File: src/rtl/tcs_pkg.sv
// ----------------------------------------------------------------------------
// tcs_pkg
// Types and constants shared by the token credit scheduler.
// ----------------------------------------------------------------------------
package tcs_pkg;

  localparam int SLOTS   = 64;
  localparam int SLOT_AW = $clog2(SLOTS);
  localparam int ISS_W   = $clog2(SLOTS + 1);

  localparam int CFG_IDX_W = 1;
  localparam int CFG_DAT_W = 15;

  // configuration register indexes
  localparam logic [CFG_IDX_W-1:0] REG_TOKEN_CAP   = 1'd0;
  localparam logic [CFG_IDX_W-1:0] REG_REFILL_GAIN = 1'd1;

  localparam logic [14:0] TOKEN_CAP_RST   = 15'd8;
  localparam logic [8:0]  REFILL_GAIN_RST = 9'd154;
  localparam logic [8:0]  GAIN_MAX        = 9'd256;

  // commands
  localparam logic [1:0] CMD_START  = 2'd0;
  localparam logic [1:0] CMD_STOP   = 2'd1;
  localparam logic [1:0] CMD_CHARGE = 2'd2;
  localparam logic [1:0] CMD_REFILL = 2'd3;

  localparam logic STATUS_OK   = 1'b0;
  localparam logic STATUS_IDLE = 1'b1;

  typedef struct packed {
    logic [1:0]  cmd;
    logic [5:0]  slot;
    logic [15:0] amount;
  } tcs_in_t;

  typedef struct packed {
    logic               status;
    logic signed [15:0] slot_tokens;
    logic               eligible;
    logic [15:0]        leftover;
    logic [5:0]         last_slot;
  } tcs_out_t;

endpackage

File: src/rtl/token_credit_scheduler_top.sv
// ----------------------------------------------------------------------------
// token_credit_scheduler_top
// Per-slot token credit table with start, stop, charge and round-robin refill.
// ----------------------------------------------------------------------------
//  channel  direction  handshake              payload
//  in       input      in_valid / in_stall    in_data   (tcs_in_t)
//  out      output     out_valid / out_stall  out_data  (tcs_out_t)
//  cfg      input      cfg_valid / cfg_ready  cfg_index, cfg_data
//
// Start/stop use S_EXEC, charge S_CHG, refill S_MUL and S_WALK; S_FIN and
// S_CAP give the result. The walk reads one slot per cycle from the count
// memory, one read and one write port. Input stalls until the result is in
// the output register. Reset (synchronous) clears in-use bits and pointer
// and loads config defaults; counts are not cleared. A stalled result holds
// in the output register; a new transfer is accepted meanwhile and waits
// only if its result is ready before it drains.
module token_credit_scheduler_top (
  input  logic                          clk,
  input  logic                          rst,
  input  logic                          in_valid,
  output logic                          in_stall,
  input  tcs_pkg::tcs_in_t              in_data,
  output logic                          out_valid,
  input  logic                          out_stall,
  output tcs_pkg::tcs_out_t             out_data,
  input  logic                          cfg_valid,
  output logic                          cfg_ready,
  input  logic [tcs_pkg::CFG_IDX_W-1:0] cfg_index,
  input  logic [tcs_pkg::CFG_DAT_W-1:0] cfg_data
);
  import tcs_pkg::*;

  localparam logic [2:0] S_IDLE = 3'd0;
  localparam logic [2:0] S_EXEC = 3'd1;
  localparam logic [2:0] S_CHG  = 3'd2;
  localparam logic [2:0] S_MUL  = 3'd3;
  localparam logic [2:0] S_WALK = 3'd4;
  localparam logic [2:0] S_FIN  = 3'd5;
  localparam logic [2:0] S_CAP  = 3'd6;

  logic [2:0]  state, state_next;
  logic [14:0] token_cap;
  logic [8:0]  refill_gain;

  tcs_in_t             req;
  logic [SLOT_AW-1:0]  ptr;
  logic [SLOTS-1:0]    active;
  logic [15:0]         pool;
  logic                status;

  logic signed [15:0]  mem [SLOTS];
  logic signed [15:0]  rdata;
  logic [SLOT_AW-1:0]  raddr;
  logic                we;
  logic [SLOT_AW-1:0]  waddr;
  logic signed [15:0]  wdata;

  logic [SLOT_AW-1:0]  rd_idx;
  logic [ISS_W-1:0]    iss_cnt;
  logic                st_vld;
  logic [SLOT_AW-1:0]  st_idx;

  logic                slot_ok;
  logic [SLOT_AW-1:0]  req_idx;
  logic [SLOT_AW-1:0]  nxt_idx;
  logic                iss_more;
  logic [8:0]          gain_c;
  logic [24:0]         prod;
  logic signed [17:0]  sum;
  logic signed [17:0]  cap_s;
  logic signed [17:0]  diff;
  logic signed [17:0]  chg_v;
  logic                serve;
  logic                fill;
  logic [15:0]         pool_after;
  logic                walk_done;
  logic                out_free;

  assign cfg_ready = 1'b1;
  assign in_stall  = (state != S_IDLE);

  assign req_idx  = SLOT_AW'(req.slot);
  assign slot_ok  = (32'(req.slot) < SLOTS);
  assign nxt_idx  = (32'(rd_idx) == SLOTS - 1) ? '0 : rd_idx + 1'b1;
  assign iss_more = (32'(iss_cnt) < SLOTS);
  assign gain_c   = (refill_gain > GAIN_MAX) ? GAIN_MAX : refill_gain;
  assign out_free = !out_valid || !out_stall;

  // charge: signed count minus unsigned ticks
  assign chg_v = 18'(rdata) - $signed({2'b00, req.amount});

  // walk step: serve the slot whose count arrived this cycle
  assign cap_s = 18'(token_cap);
  assign sum   = 18'(rdata) + 18'(pool);
  assign diff  = sum - cap_s;
  assign serve = st_vld && active[st_idx];
  assign fill  = serve && (18'(rdata) < cap_s);

  always_comb begin
    pool_after = pool;
    if (fill) begin
      pool_after = (sum > cap_s) ? diff[15:0] : 16'd0;
    end
  end

  assign walk_done = (st_vld && pool_after == 16'd0) ||
                     (st_vld && !iss_more) || (pool == 16'd0);

  // memory port control
  always_comb begin
    raddr = req_idx;
    we    = 1'b0;
    waddr = req_idx;
    wdata = 16'(token_cap);
    unique case (state)
      S_IDLE: begin
        raddr = SLOT_AW'(in_data.slot);
      end
      S_EXEC: begin
        we = slot_ok && (req.cmd == CMD_START);
      end
      S_CHG: begin
        we    = slot_ok && active[req_idx];
        wdata = (chg_v < -18'sd32768) ? 16'sh8000 : chg_v[15:0];
      end
      S_WALK: begin
        raddr = nxt_idx;
        we    = fill;
        waddr = st_idx;
        wdata = (sum > cap_s) ? 16'(token_cap) : sum[15:0];
      end
      default: begin
      end
    endcase
  end

  always_ff @(posedge clk) begin
    if (we) begin
      mem[waddr] <= wdata;
    end
    rdata <= mem[raddr];
  end

  always_comb begin
    state_next = state;
    unique case (state)
      S_IDLE: if (in_valid) begin
        unique case (in_data.cmd)
          CMD_CHARGE: state_next = S_CHG;
          CMD_REFILL: state_next = S_MUL;
          default:    state_next = S_EXEC;
        endcase
      end
      S_EXEC:  state_next = S_FIN;
      S_CHG:   state_next = S_FIN;
      S_MUL:   state_next = S_WALK;
      S_WALK:  if (walk_done) state_next = S_FIN;
      S_FIN:   state_next = S_CAP;
      S_CAP:   if (out_free) state_next = S_IDLE;
      default: state_next = S_IDLE;
    endcase
  end

  assign prod = 25'(req.amount) * 25'(gain_c);

  always_ff @(posedge clk) begin
    if (rst) begin
      state       <= S_IDLE;
      token_cap   <= TOKEN_CAP_RST;
      refill_gain <= REFILL_GAIN_RST;
      active      <= '0;
      ptr         <= '0;
      out_valid   <= 1'b0;
      st_vld      <= 1'b0;
    end else begin
      state <= state_next;

      if (cfg_valid && cfg_ready) begin
        unique case (cfg_index)
          REG_TOKEN_CAP:   token_cap   <= cfg_data[14:0];
          REG_REFILL_GAIN: refill_gain <= cfg_data[8:0];
          default: begin
          end
        endcase
      end

      if (state == S_CAP && out_free) begin
        out_valid <= 1'b1;
      end else if (out_valid && !out_stall) begin
        out_valid <= 1'b0;
      end

      unique case (state)
        S_EXEC: if (slot_ok) begin
          active[req_idx] <= (req.cmd == CMD_START);
        end
        S_MUL: begin
          st_vld <= 1'b0;
        end
        S_WALK: begin
          st_vld <= iss_more;
          if (serve) begin
            ptr <= st_idx;
          end
        end
        default: begin
        end
      endcase
    end
  end

  // payload and walk registers
  always_ff @(posedge clk) begin
    unique case (state)
      S_IDLE: begin
        req    <= in_data;
        pool   <= 16'd0;
        status <= STATUS_OK;
      end
      S_CHG: begin
        status <= (slot_ok && !active[req_idx]) ? STATUS_IDLE : STATUS_OK;
      end
      S_MUL: begin
        pool    <= prod[23:8];
        rd_idx  <= ptr;
        iss_cnt <= '0;
      end
      S_WALK: begin
        pool <= pool_after;
        if (iss_more) begin
          rd_idx  <= nxt_idx;
          st_idx  <= nxt_idx;
          iss_cnt <= iss_cnt + 1'b1;
        end
      end
      S_CAP: if (out_free) begin
        out_data.status      <= status;
        out_data.slot_tokens <= slot_ok ? rdata : 16'sd0;
        out_data.eligible    <= slot_ok && (rdata > 16'sd0);
        out_data.leftover    <= pool;
        out_data.last_slot   <= 6'(ptr);
      end
      default: begin
      end
    endcase
  end

endmodule

File: config.mk
export PLATFORM = sky130hd
export DESIGN_NAME = token_credit_scheduler_top
export DESIGN_NICKNAME = d
export VERILOG_FILES = /design/src/rtl/tcs_pkg.sv /design/src/rtl/token_credit_scheduler_top.sv
export SDC_FILE = /design/constraint.sdc
export NUM_CORES = 2
export LEC_CHECK = 0
export ABC_AREA = 1
export BUFFER_PORTS_ARGS = -buffer_cell sky130_fd_sc_hd__buf_2
export CAP_MARGIN = 0
export CORE_ASPECT_RATIO = 0.5
export CORE_UTILIZATION = 27
export CTS_CLUSTER_SIZE = 25
export DETAILED_ROUTE_END_ITERATION = 16
export PLACE_DENSITY = 0.37
export SLEW_MARGIN = 15
export SYNTH_ARGS = -nofsm -noshare
export SYNTH_HDL_FRONTEND = slang
export SYNTH_SLANG_ARGS = --single-unit
File: constraint.sdc
create_clock -name clk -period 8.3 [get_ports clk]
set_input_delay 0.415 -clock clk [delete_from_list [all_inputs] [get_ports clk]]
set_output_delay 0.415 -clock clk [all_outputs]
set_load 0.005 [all_outputs]
==> results.json <==
{
  "cts_sinks": 1239,
  "fmax_mhz": 172,
  "die_h_um": 328,
  "grt_max_degree": 161,
  "finClkSkew_ps": 58.6,
  "chipWidth_um": 653,
  "place_ws_ps": 2540,
  "cts_tree": "done",
  "dr.pass1.iters": 5,
  "critPathCaptureType": "flip-flop",
  "seq_area_mm2": 0.0361,
  "wl_mm": 191,
  "ys.flop_type": "edfxtp_1",
  "synth_cells": 4998,
  "worst_pin_slew_ps": 1230,
  "ys_types": 66,
  "cp_max_fo": 20,
  "first_iter_violations": 3278,
  "std_cell_rows": 119,
  "start_kind": "flip-flop",
  "ios": 88,
  "grt_usage": 0.176,
  "tns_ps": 0,
  "status": "completed",
  "die-area_mm2": 0.214,
  "max-cap-violations": 0,
  "place_congestion": 0.864,
  "port_buffers": 86,
  "syn_nets": 5247,
  "drtAntennaViolNets": 0,
  "final_max_slew_viol_count": 0,
  "dr_total_vias": 39453,
  "final-setup-viol-count": 0,
  "vias_per_cell": 4.91,
  "fin_crit_ps": 5830,
  "yosys_warnings": 0,
  "hold_violations": 0,
  "fill_cells": 21372,
  "cts_buffer_depth": 4,
  "timing.final.crit_share": 0.702,
  "synth-edff-count": 1124,
  "rsz0062_at_grt": "no",
  "syn-cell-area_mm2": 0.0572,
  "drive_gt1_frac": 0.0915,
  "grt_pass1_wl_mm": 278,
  "cts_buffers": 140,
  "synthArstFlopShare": 0,
  "final_nets": 5341,
  "cts_setup_buffers": 0,
  "yosysSeqAreaShare": 0.630,
  "final_common_cell": "edfxtp_1",
  "drc": 0,
  "grt_remaining_overflow": 0,
  "area_delta_synth_final_pct": 14.9,
  "path_class": "reg2reg",
  "dp_hpwl_mm": 120,
  "hp-class": "in2reg",
  "grt_pass1_vias": 38735,
  "path_clk_slew_ps": 60,
  "final_cell_mix": "edfxtp_1, nor2_1, nand2_1, o21ai_0, inv_1",
  "ys_ff_latch": 1239,
  "wl_per_cell_um": 23.8,
  "critPathRequiredTime_ps": 8800,
  "critPathArrivalTime_ps": 6320,
  "clk-insertion-delay-late_ps": 790,
  "h-tree-depth": 4,
  "grt_antenna_before_repair": 9,
  "postSynthAreaPerCell_um2": 11.5,
  "multi_input_area_mm2": 0.0190,
  "coreArea_mm2": 0.211,
  "timing.max_slew.rel_slack": 0.174,
  "cts-root-buf": "clkbuf_16",
  "setup_ws_ps": 2470,
  "initial_core_util": 0.272
}
==> kinds of logic after synthesis <==
logic type,share of synthesized area
and+or+nand+nor,0.125
DFF,0.630
AOI/OAI and AO/OA,0.138
buffers and inverters,0.0430
adders and majority gates,0.0577
xor gates and xnor gates,0.00551
other,0.0000655
==> what timing repair did <==
action	in CTS	in global routing
resized for setup	0	0
endpoints found under the hold margin	38	0
hold buffers	36	0
==> layout make-up <==
cell class                 instances  share of cell area
multi-input combinational       3174               0.289
clock inverter                    63             0.00733
sequential                      1239               0.548
inverter                         291              0.0170
clock buffer                     176              0.0563
tap                             2843              0.0541
timing repair buffer             246              0.0281
antenna                            4            0.000152
==> Yosys cell counts (all sizes together) (2+ instances only) <==
master	n	area [µm²]
or2	4	25.0
o22ai	2	18.8
a31oi	8	50.1
edfxtp	1124	33800
a211oi	9	67.6
inv	285	1080
xor2	17	149
ha	104	1300
nand3	213	1100
nand2	559	2190
buf	122	711
dfxtp	115	2300
nor2	911	3460
a21boi	3	26.3
o21a	4	30.0
a311oi	31	272
o31ai	3	22.5
o32ai	128	1120
nand4	19	119
o221ai	2	35.0
o2bb2ai	4	35.0
a32o	2	20.0
xnor2	19	166
o211ai	150	1130
clkinv	6	22.5
clkbuf	172	647
a41oi	2	17.5
o311ai	128	1120
o21bai	137	1030
fa	100	2000
a22oi	11	87.6
a22o	4	35.0
o21ai	368	1840
nor4	10	68.8
nor3	33	195
a21oi	174	871
a221oi	6	52.6
==> path summary, 6_finish.rpt <==
kind / cells past startpoint / start / slack, ps / to
min: 6 / in_valid / 70 / state[2]
max: 24 / refill_gain[8] / 2470 / pool[11]
min reg2reg: 0 / ptr[1] / 430 / out_data[1]
max reg2reg: 24 / refill_gain[8] / 2470 / pool[11]
==> state kept, by name (all words and copies together), names as in the netlist <==
| name | count |
|---|---|
| mem | 1024 |
| active | 64 |
| out_data | 40 |
| req | 18 |
| pool | 16 |
| rdata | 16 |
| token_cap | 15 |
| refill_gain | 9 |
| iss_cnt | 7 |
| ptr | 6 |
| rd_idx | 6 |
| req_idx | 6 |
| st_idx | 6 |
| state | 3 |
| out_valid | 1 |
| st_vld | 1 |
| status | 1 |
==> worst max-delay path, stage by stage (launching register included) <==
cell and delay, ps:
dfxtp_1 550, nor2_1 480, clkinv_1 430, nor2_1 260
fa_1 450, fa_1 520, fa_1 510, inv_1 50
fa_1 480, inv_1 40, ha_1 370, nand2_1 70
o21a_1 190, o21ai_1 130, nand2_1 90, nand2_1 140
nand2_1 100, nand2_1 140, nand2_1 90, nand2_1 160
nand2_1 70, nand2_1 80, nand2_1 50, nand2_1 60
o21ai_1 60
==> metal layers <==
| metal | track usage | vias up | share of wire |
|---|---|---|---|
| met4 | 0.0340 | 0 | 0.017 |
| met5 | 0 | - | 0 |
| met3 | 0.0239 | 211 | 0.045 |
| li1 | - | 18344 | - |
| met2 | 0.278 | 906 | 0.45 |
| met1 | 0.257 | 19992 | 0.48 |
==> stage by stage <==
step                      cells   util  cell area (µm²)  hold WS (ps)
after floorplan            4998      -            57200           400
after global placement     7757  0.291            61200           419
after detailed placement   7757  0.291            61200           422
after CTS                  8032  0.312            65700          7.23
after global routing       8032  0.312            65700          64.4
final                      8036  0.312            65700          67.0
Power is left out: the tool's default activity adds up to more than one toggle a clock period on the data nets, which glitch-free logic cannot reach.
